<file path="config.mk">
export PLATFORM = sky130hd
export DESIGN_NAME = sof_len_eof_frame_receiver
export DESIGN_NICKNAME = d
export VERILOG_FILES = /design/src/sofr_pkg.sv /design/src/sof_len_eof_frame_receiver.sv
export SDC_FILE = /design/constraint.sdc
export NUM_CORES = 1
export LEC_CHECK = 0
export ABC_CLOCK_PERIOD_IN_PS = 10400
export BUFFER_PORTS_ARGS = -buffer_cell sky130_fd_sc_hd__buf_2
export CORE_MARGIN = 5
export CORE_UTILIZATION = 42
export CTS_CLUSTER_SIZE = 30
export DETAILED_ROUTE_END_ITERATION = 6
export GPL_ROUTABILITY_DRIVEN = 0
export HOLD_SLACK_MARGIN = 0.06
export SETUP_SLACK_MARGIN = 0.1
export SLEW_MARGIN = 25
export SYNTH_ARGS = -nofsm -noshare
export SYNTH_HDL_FRONTEND = slang
export SYNTH_SLANG_ARGS = --single-unit
</file>
<file path="constraint.sdc">
create_clock -name clk_i -period 10.4 [get_ports clk_i]
set_input_delay 2.08 -clock clk_i [delete_from_list [all_inputs] [get_ports clk_i]]
set_output_delay 2.08 -clock clk_i [all_outputs]
set_load 0.03 [all_outputs]
</file>
<file path="src/sofr_pkg.sv">
// ----------------------------------------------------------------------------
// sofr_pkg: frame receiver shared definitions
// Parse phases, event kinds, register indexes and the result word type.
// ----------------------------------------------------------------------------
package sofr_pkg;

  // parse phases
  localparam logic [1:0] PHASE_IDLE = 2'd0;
  localparam logic [1:0] PHASE_CMD  = 2'd1;
  localparam logic [1:0] PHASE_LEN  = 2'd2;
  localparam logic [1:0] PHASE_DATA = 2'd3;

  // event kinds
  localparam logic [1:0] EV_ACK    = 2'd0;
  localparam logic [1:0] EV_NACK   = 2'd1;
  localparam logic [1:0] EV_STATUS = 2'd2;
  localparam logic [1:0] EV_NONE   = 2'd3;

  // configuration register indexes
  localparam logic [2:0] REG_START_MARKER = 3'd0;
  localparam logic [2:0] REG_END_MARKER   = 3'd1;
  localparam logic [2:0] REG_ACK_CODE     = 3'd2;
  localparam logic [2:0] REG_NACK_CODE    = 3'd3;
  localparam logic [2:0] REG_STATUS_CODE  = 3'd4;
  localparam logic [2:0] REG_MAX_PAYLOAD  = 3'd5;

  localparam int unsigned HEADER_BYTES = 3;
  localparam int unsigned HEAD_DEPTH   = 4;
  localparam int unsigned ACK_MIN_LEN  = 2;

  typedef struct packed {
    logic [1:0] event_kind;
    logic [7:0] arg_first;
    logic [7:0] arg_second;
    logic [7:0] charge_state;
    logic [7:0] light_state;
    logic [7:0] angle_state;
    logic [7:0] fan_state;
  } result_t;

endpackage

</file>
<file path="src/sof_len_eof_frame_receiver.sv">
// ----------------------------------------------------------------------------
// sof_len_eof_frame_receiver: serial frame parser
// Parses start, command, length, data, end frames one byte at a time and
// reports ack, nack and status report events.
// ----------------------------------------------------------------------------
//  channel  | handshake                        | payload
//  ---------+----------------------------------+------------------------------
//  rx in    | in_valid_i / in_stall_o          | rx_data_i
//  event out| out_valid_o / out_stall_i        | event_kind_o .. fan_state_o
//  config   | cfg_we_i                         | cfg_idx_i, cfg_wdata_i
//
//  One byte is taken per cycle while in_stall_o is low; parse and state update
//  finish in the cycle of acceptance; the event word is registered in out_q.
//  The output register plus one skid word keep input flowing while the output
//  is stalled; in_stall_o rises only when the skid word is occupied.
//  Async reset (rst_ni low): idle, stored values zero, config regs at defaults.
module sof_len_eof_frame_receiver
  import sofr_pkg::*;
(
  input  logic       clk_i,
  input  logic       rst_ni,
  input  logic       cfg_we_i,
  input  logic [2:0] cfg_idx_i,
  input  logic [7:0] cfg_wdata_i,
  input  logic       in_valid_i,
  output logic       in_stall_o,
  input  logic [7:0] rx_data_i,
  output logic       out_valid_o,
  input  logic       out_stall_i,
  output logic [1:0] event_kind_o,
  output logic [7:0] arg_first_o,
  output logic [7:0] arg_second_o,
  output logic [7:0] charge_state_o,
  output logic [7:0] light_state_o,
  output logic [7:0] angle_state_o,
  output logic [7:0] fan_state_o
);

  logic [7:0] start_marker_q, end_marker_q, ack_code_q, nack_code_q;
  logic [7:0] status_code_q, max_payload_q;

  logic [1:0] phase_q, phase_d;
  logic [8:0] pos_q, pos_d;
  logic [7:0] cmd_q, cmd_d;
  logic [7:0] len_q, len_d;
  logic [7:0] head_q [HEAD_DEPTH];
  logic [7:0] head_d [HEAD_DEPTH];
  logic [7:0] stat_q [4];
  logic [7:0] stat_d [4];

  logic       in_accept;
  logic       res_valid;
  result_t    res;
  logic [8:0] data_idx;
  logic [8:0] pos_inc;
  logic       frame_done;

  logic       out_valid_q, skid_valid_q, out_take;
  result_t    out_q, skid_q;

  assign in_stall_o = skid_valid_q;
  assign in_accept  = in_valid_i & ~skid_valid_q;

  // configuration registers
  always_ff @(posedge clk_i or negedge rst_ni) begin
    if (!rst_ni) begin
      start_marker_q <= 8'd170;
      end_marker_q   <= 8'd85;
      ack_code_q     <= 8'd129;
      nack_code_q    <= 8'd130;
      status_code_q  <= 8'd131;
      max_payload_q  <= 8'd16;
    end else if (cfg_we_i) begin
      case (cfg_idx_i)
        REG_START_MARKER: start_marker_q <= cfg_wdata_i;
        REG_END_MARKER:   end_marker_q   <= cfg_wdata_i;
        REG_ACK_CODE:     ack_code_q     <= cfg_wdata_i;
        REG_NACK_CODE:    nack_code_q    <= cfg_wdata_i;
        REG_STATUS_CODE:  status_code_q  <= cfg_wdata_i;
        REG_MAX_PAYLOAD:  max_payload_q  <= cfg_wdata_i;
        default: ;
      endcase
    end
  end

  assign data_idx   = pos_q - 9'(HEADER_BYTES);
  assign pos_inc    = pos_q + 9'd1;
  assign frame_done = {1'b0, pos_inc} >= ({2'b00, len_q} + 10'(HEADER_BYTES + 1));

  always_comb begin
    phase_d   = phase_q;
    pos_d     = pos_q;
    cmd_d     = cmd_q;
    len_d     = len_q;
    head_d    = head_q;
    stat_d    = stat_q;
    res_valid = 1'b0;
    res       = '{event_kind: EV_NONE, default: '0};
    if (in_accept) begin
      case (phase_q)
        PHASE_IDLE: begin
          if (rx_data_i == start_marker_q) begin
            phase_d = PHASE_CMD;
            pos_d   = 9'd1;
          end
        end
        PHASE_CMD: begin
          cmd_d   = rx_data_i;
          pos_d   = 9'd2;
          phase_d = PHASE_LEN;
        end
        PHASE_LEN: begin
          len_d = rx_data_i;
          if (rx_data_i > max_payload_q) begin
            phase_d = PHASE_IDLE;
            pos_d   = 9'd0;
          end else begin
            phase_d = PHASE_DATA;
            pos_d   = 9'(HEADER_BYTES);
          end
        end
        default: begin
          // keep only the head of the data; the end byte lands there on short frames
          if (data_idx < 9'(HEAD_DEPTH)) begin
            head_d[data_idx[1:0]] = rx_data_i;
          end
          pos_d = pos_inc;
          if (frame_done) begin
            phase_d = PHASE_IDLE;
            pos_d   = 9'd0;
            if (rx_data_i == end_marker_q) begin
              if (cmd_q == ack_code_q) begin
                if (len_q >= 8'(ACK_MIN_LEN)) begin
                  res_valid      = 1'b1;
                  res.event_kind = EV_ACK;
                end
              end else if (cmd_q == nack_code_q) begin
                if (len_q >= 8'(ACK_MIN_LEN)) begin
                  res_valid      = 1'b1;
                  res.event_kind = EV_NACK;
                end
              end else if (cmd_q == status_code_q) begin
                if (len_q >= 8'(HEAD_DEPTH)) begin
                  res_valid      = 1'b1;
                  res.event_kind = EV_STATUS;
                  stat_d         = head_d;
                end
              end
            end
          end
        end
      endcase
    end
    if (res.event_kind != EV_STATUS) begin
      res.arg_first  = head_d[0];
      res.arg_second = head_d[1];
    end
    res.charge_state = stat_d[0];
    res.light_state  = stat_d[1];
    res.angle_state  = stat_d[2];
    res.fan_state    = stat_d[3];
  end

  always_ff @(posedge clk_i or negedge rst_ni) begin
    if (!rst_ni) begin
      phase_q <= PHASE_IDLE;
      pos_q   <= '0;
      cmd_q   <= '0;
      len_q   <= '0;
      head_q  <= '{default: '0};
      stat_q  <= '{default: '0};
    end else begin
      phase_q <= phase_d;
      pos_q   <= pos_d;
      cmd_q   <= cmd_d;
      len_q   <= len_d;
      head_q  <= head_d;
      stat_q  <= stat_d;
    end
  end

  // output register with one skid word
  assign out_take = out_valid_q & ~out_stall_i;

  always_ff @(posedge clk_i or negedge rst_ni) begin
    if (!rst_ni) begin
      out_valid_q  <= 1'b0;
      skid_valid_q <= 1'b0;
    end else if (skid_valid_q) begin
      if (out_take) begin
        skid_valid_q <= 1'b0;
      end
    end else if (!out_valid_q || out_take) begin
      out_valid_q <= res_valid;
    end else if (res_valid) begin
      skid_valid_q <= 1'b1;
    end
  end

  always_ff @(posedge clk_i) begin
    if (skid_valid_q) begin
      if (out_take) begin
        out_q <= skid_q;
      end
    end else if (!out_valid_q || out_take) begin
      out_q <= res;
    end else if (res_valid) begin
      skid_q <= res;
    end
  end

  assign out_valid_o    = out_valid_q;
  assign event_kind_o   = out_q.event_kind;
  assign arg_first_o    = out_q.arg_first;
  assign arg_second_o   = out_q.arg_second;
  assign charge_state_o = out_q.charge_state;
  assign light_state_o  = out_q.light_state;
  assign angle_state_o  = out_q.angle_state;
  assign fan_state_o    = out_q.fan_state;

  a_skid_needs_out: assert property (@(posedge clk_i) disable iff (!rst_ni)
    skid_valid_q |-> out_valid_q)
    else $error("skid word held without an output word");

  a_idle_pos_zero: assert property (@(posedge clk_i) disable iff (!rst_ni)
    (phase_q == PHASE_IDLE) |-> (pos_q == 9'd0))
    else $error("byte position not cleared while idle");

  a_kind_legal: assert property (@(posedge clk_i) disable iff (!rst_ni)
    out_valid_q |-> (out_q.event_kind != EV_NONE))
    else $error("output word carries no event kind");

  a_status_matches: assert property (@(posedge clk_i) disable iff (!rst_ni)
    (out_valid_q && !skid_valid_q && out_q.event_kind == EV_STATUS) |->
      (out_q.charge_state == stat_q[0] && out_q.fan_state == stat_q[3]))
    else $error("status event differs from stored status");

endmodule
</file>
# Word level (Yosys, flattened, before mapping)
# Cells that the tools add are included.
# word_totals
register_bits	241
latch_bits	0
inputBits	24
out_inout_bits	52
rom_bits	0
ram_bits	0
elab_cells	137
n_memories	0
# op_classes
shift	0
n_mux	49
eq_ne	15
n_bitwise	7
order_cmp	7
add_sub_neg	3
reduce_logical	22
mul	0
div_mod_pow	0
# op_table
op	n
$mux W32	11
$mux W50	3
$eq A8 B8 Y1	5
$bwmux W32	1
$pmux W9 S3	1
$mux W2	12
$reduce_and A2 Y1	12
$mux W9	2
$demux W8 S2	1
$mux W16	1
$mux W1	15
$add A8 B3 Y9 const B	1
$add A9 B1 Y9 const B	1
$ge A9 B9 Y1	1
$lt A9 B3 Y1 const B	1
$sub A9 B2 Y9 const B	1
$ge A8 B2 Y1 const B	1
$ge A8 B3 Y1 const B	1
$gt A8 B8 Y1	1
$mux W8	1
$eq A3 B2 Y1 const B	2
$eq A3 B3 Y1 const B	2
$pmux W2 S3	1
$reduce_and A3 Y1	2
other kinds (18)	23

# Logic depth before layout (Yosys ltp)
# depth
depth_word	18
mapped_depth	16
depth_no_buf	12

# Worst setup path before layout
# No wires, ideal clock.
# synth_path
kind	input to register
from	input rx_data_i[0]
to	register skid_q[0] (netlist name), enable pin
t_arrival_ps	5287
path_slack_ps	4655
setup_time_ps	458
required_ps	9942
path_stages	7
n_path_buf	1
cell_sequence	buf_2 > xor2_1 > nor3_1 > nand4b_1 > nor3_1 > o21ai_0 > nor2_1
# synth_via
elab_chain_len	6
# synth_lines
element	line_no	rtl
start: declaration	sof_len_eof_frame_receiver.sv:27	input logic [7:0] rx_data_i,
$eq A8 B8 Y1	sof_len_eof_frame_receiver.sv:131	if (rx_data_i == end_marker_q) begin
$mux W1	sof_len_eof_frame_receiver.sv:131	
$mux W1	sof_len_eof_frame_receiver.sv:128	if (frame_done) begin
$mux W1	sof_len_eof_frame_receiver.sv:100	case (phase_q)
$mux W1	sof_len_eof_frame_receiver.sv:99	if (in_accept) begin
$reduce_and A3 Y1 (no line)	n/a	
end signal: assignment	sof_len_eof_frame_receiver.sv:208	skid_q <= res;
end: declaration	sof_len_eof_frame_receiver.sv:59	result_t out_q, skid_q;
# No other way between the ends.
# A chain may end at the register's enable or synchronous reset.

# Worst setup path after layout
# layout_path
from	register pos_q[0]
to	register out_q, in the netlist charge_state_o[6] (data pin)
# layout_via
elab_chain_len	18
elab_cells_between_ends	22
classes_between	add/sub: 2; order compare: 4; mux: 14; bitwise: 1; reduce/logical: 1
# layout_lines
element	line_no	rtl
start: declaration	sof_len_eof_frame_receiver.sv:43	logic [8:0] pos_q, pos_d;
start signal: assignment	sof_len_eof_frame_receiver.sv:174	pos_q <= pos_d;
$sub A9 B2 Y9	sof_len_eof_frame_receiver.sv:86	assign data_idx = pos_q - 9'(HEADER_BYTES);
$not A2 Y3 (implied by the code)	sof_len_eof_frame_receiver.sv:125	head_d[data_idx[1:0]] = rx_data_i;
$ge A3 B3 Y1 (implied by the code) / $lt A3 B1 Y1 (equally long branches)	sof_len_eof_frame_receiver.sv:125	
$logic_and A1 B1 Y1 (implied by the code)	sof_len_eof_frame_receiver.sv:125	
$mux W8 (implied by the code)	sof_len_eof_frame_receiver.sv:125	
$demux W8 S2	sof_len_eof_frame_receiver.sv:125	
$bwmux W32	sof_len_eof_frame_receiver.sv:125	
$mux W32	sof_len_eof_frame_receiver.sv:124	if (data_idx < 9'(HEAD_DEPTH)) begin
(+2 left out)	n/a	
$mux W32	sof_len_eof_frame_receiver.sv:137	end else if (cmd_q == nack_code_q) begin
$mux W32	sof_len_eof_frame_receiver.sv:132	if (cmd_q == ack_code_q) begin
$mux W32	sof_len_eof_frame_receiver.sv:131	
$mux W32 (*)	sof_len_eof_frame_receiver.sv:128	
$mux W32 (*)	sof_len_eof_frame_receiver.sv:100	
$mux W32 (*)	sof_len_eof_frame_receiver.sv:99	
$mux W50 (*)	sof_len_eof_frame_receiver.sv:205	end else if (!out_valid_q || out_take) begin
$mux W50 (*)	sof_len_eof_frame_receiver.sv:201	if (skid_valid_q) begin
end signal: assignment	sof_len_eof_frame_receiver.sv:203	out_q <= skid_q;
end signal: assignment	sof_len_eof_frame_receiver.sv:206	out_q <= res;
end: declaration	sof_len_eof_frame_receiver.sv:59	
# Every way passes the cells marked *; elsewhere a longest branch is shown, timed or not. The select of a mux whose other input is x is not followed.

==> results list <==
- Worst slack on hold paths: 0.481 ns
* Total via count in the routed design: 7113
* Die Area: 0.0300 mm^2
- Of the cells placed in the final design, the portion with a size suffix greater than 1 is 0.277.
- The number of clock buffers added by TritonCTS is 26.
* Total count of hold-check failures in the final report: 0
* Area of all placed cells without fillers: 0.0127 mm^2
- Measured slew at the worst slew-check pin: 1.01 ns
* Std-Cell Rows: 59
- Leading post-synthesis cells by cell area: dfrtp_1 28%, edfxtp_1 27%, mux2_2 11%
- Area fraction of the dominant cell type after synthesis: 0.280
* Fin. max-slew vios: 0
* Setup violation total in the final timing report: 0
- Number of global-route vias before repair: 7281
- Max Cap Viol: 0
- The number of antenna diodes in the final layout is 0.
- Setup TNS after final layout: 0 ns
- Static Leakage: 5.63 nW
- The smallest clock period supported by the final layout is computed as 4.69 ns.
- CTS built an H-tree with a depth of 1.
- The final layout contains 1014 nets.
* PD cells: 165 mW/mm^2
* Horizontal die dimension: 173 um
* Result of the run: finished clean
* Clock root buffer: clkbuf_16
- Sequential cell area fraction in the yosys report: 0.586
* Sum of net half-perimeters after detailed placement: 16400 um
- Post-CTS clock slew at the launch and capture registers of the worst setup and hold paths: 0.06 ns
- Across every metal layer, demand over resource in global routing totals 0.167.
- Fraction of the mapped netlist area in compound gates: 0.0843
* Kind of end point of the critical path: flop
* First-pass iteration count of the detailed router: 5
- Count of instances resized after the clock tree is built: 0
- For this block, the routed nets add up to 25000 um of wire.
* Count of port buffers added during placement: 75
- Number of cells in the finished layout apart from fillers: 1321
* Syn-to-layout area delta: 13.5%
* Multiplexer area fraction after synthesis: 0.124
- Yosys top cell by area: dfrtp_1
* Worst slew margin relative to its limit: 0.324
* Start-to-end type of the worst setup path: flop to flop
- Peak supply drop: 0.000122 V
* Final antenna-violating net count: 0
- The total overflow left after global routing is 0.
- Final worst path period share: 0.451
- Post-CTS setup buffers: 0
* Data arrival time of the critical path: 4.92 ns
* Initial antenna violation count: 0
- Counting the fill cells in the layout gives 2399.
* Fmax: 213 MHz
* First-pass GRT wire length: 40700 um
- Min-Delay Path Class: flop to flop
- Once placement completed, the tool counted placed cells totaling 1273.
- CTS saw 241 sinks.
- No sink is reached through more buffers than the 3 on the longest clock path.
- Of all nets on the critical path, the largest fanout is 86.
- Post-synthesis share of cell area spent on xor and xnor gates: 0.0384
- Average wire per cell in the routed design: 18.9 um
- Async set-reset flop share out of synthesis: 0.585
- Drt drc: 0
- Number of violations reported at the end of detailed-routing iteration 0: 466
- Area after detailed placement: 0.0118 mm^2
* Via-per-instance ratio: 5.38
* Launching element type of the critical path: flop
- Number of enable-type register cells in the synthesized netlist: 100
- Chip height: 173 um
* Count of different cell masters after synthesis: 52
* Post-Synth Simple-Gate Area: 0.0964
- In the synthesized netlist, the number of instances is 901.
- The later pin in the worst-skew pair is clocked with a latency of 0.54 ns.
* Pin count of the biggest net entering global routing: 99
- TritonCTS clock tree: done
- Among all flip-flop cells after synthesis, the most frequent one is dfrtp_1.
- Register bit total from synthesis: 241
* I/O pin count: 76
- Of the total synthesized cell area, the portion taken by full adders, half adders and majority gates is 0.0269.
- After synthesis, the most frequently instantiated cells are 125 x dfrtp_1, 108 x mux2_2, 100 x edfxtp_1.
- Number of warning messages in the yosys log: 0
* Nets in the synthesized netlist: 949
* Area inside the core boundary: 0.0261 mm^2
* RSZ-0062 raised after global routing: false
- Count leader, synth: dfrtp_1
- After clock tree synthesis, the flow added hold-fix buffers numbering 0.
- In this run the mean area of a mapped cell was 12.4 um^2.
- Cell area after synthesis: 0.0112 mm^2
- For the final database, setup skew stands at 0.0163 ns.
- STA puts the critical path data required time at 10.63 ns.
* Effective utilization at floorplan: 0.428
- Main combinational cell family by area after synthesis: multiplexers
==> flip-flops by register name, summed over array words and instances (netlist names), 9 cells and up <==
| name | flops |
|---|---|
| skid_q | 50 |
| stat_q | 32 |
| head_q | 32 |
| pos_q | 9 |
==> cell type report <==
class	count	area, um^2	area share
inverters	67	251	0.0198
multi-input cells	545	4160	0.328
clock inverters	14	115	0.00907
flip-flops and latches	241	6550	0.517
well taps	335	419	0.0330
clock buffers	34	731	0.0576
repair buffers	85	457	0.0360
==> critical path, cell delays in order (launching register included) <==
cell and delay, ns:
dfrtp_1 0.49, ha_1 0.43, nand3_1 0.21, nor2_1 0.19, nand3_1 0.11, xnor2_1 0.17
ha_1 0.33, nand2_1 0.06, o21ai_1 0.21, a41oi_1 0.19, nor4_4 0.31, buf_4 0.37
and2_2 0.30, buf_4 0.69, o311ai_0 0.22
==> final timing paths <==
check                                 startpoint                           to  slack (ns)  cells after the start
min                        head_q[8]$_DFFE_PN0P_        head_q[8]$_DFFE_PN0P_        0.48                      2
min reg2reg                head_q[8]$_DFFE_PN0P_        head_q[8]$_DFFE_PN0P_        0.48                      2
max                         pos_q[0]$_DFFE_PN0P_  charge_state_o[6]$_DFFE_PP_        5.71                     14
max in group asynchronous                 rst_ni   nack_code_q[0]$_DFFE_PN0P_        7.46                      2
min in group asynchronous                 rst_ni         stat_q[28]$_DFF_PN0_        1.59                      1
max reg2reg                 pos_q[0]$_DFFE_PN0P_  charge_state_o[6]$_DFFE_PP_        5.71                     14
==> metrics by stage <==
step	utilization	total power, mW	setup slack, ns
2_1_floorplan	-	1.17	4.65
3_3_place_gp	0.453	1.21	5.30
3_5_place_dp	0.453	1.21	5.23
4_1_cts	0.485	2.12	5.67
5_1_grt	0.485	2.18	5.18
6_report	0.485	2.09	5.71
==> power by group <==
group | internal [mW] | leakage, nW | total, mW | switching [mW]
combinational | 0.0662 | 2.64 | 0.131 | 0.0650
sequential | 1.04 | 2.58 | 1.06 | 0.0264
clock | 0.521 | 0.404 | 0.900 | 0.380
==> cells in the final DEF (no fill, tap or decap), types with 5 or more instances in the layout <==
| cell | n |
|---|---|
| nor2_1 | 30 |
| xor2_1 | 27 |
| a21oi_1 | 12 |
| nor4_1 | 8 |
| nand2_1 | 80 |
| nand4b_1 | 8 |
| ha_1 | 24 |
| clkbuf_16 | 26 |
| o311ai_0 | 32 |
| buf_2 | 74 |
| dfrtp_1 | 124 |
| o21ai_1 | 6 |
| o21bai_1 | 5 |
| nand4_1 | 11 |
| mux2i_1 | 17 |
| o21ai_0 | 27 |
| mux2_2 | 108 |
| nor3_1 | 5 |
| nand3_1 | 41 |
| buf_4 | 10 |
| and3_1 | 7 |
| xnor2_1 | 22 |
| inv_1 | 67 |
| clkbuf_8 | 5 |
| dfstp_2 | 16 |
| edfxtp_1 | 100 |
| o31ai_1 | 19 |
| o21ai_2 | 10 |
| nand2b_1 | 8 |
==> cells by family after synthesis <==
| family | count (synthesis) |
|---|---|
| compound gates | 131 |
| xor+xnor | 49 |
| fa+ha+maj | 24 |
| buf+inv | 115 |
| flops | 241 |
| mux | 125 |
| simple gates | 216 |
==> routing by layer <==
layer / track usage / vias up / wire, um
met5: 0 / - / 0
met4: 0.0389 / 0 / 450
li1: - / 3401 / -
met3: 0.0288 / 35 / 1060
met2: 0.281 / 119 / 12100
met1: 0.229 / 3558 / 11400
No activity file was read; power rests on OpenSTA's default activity.
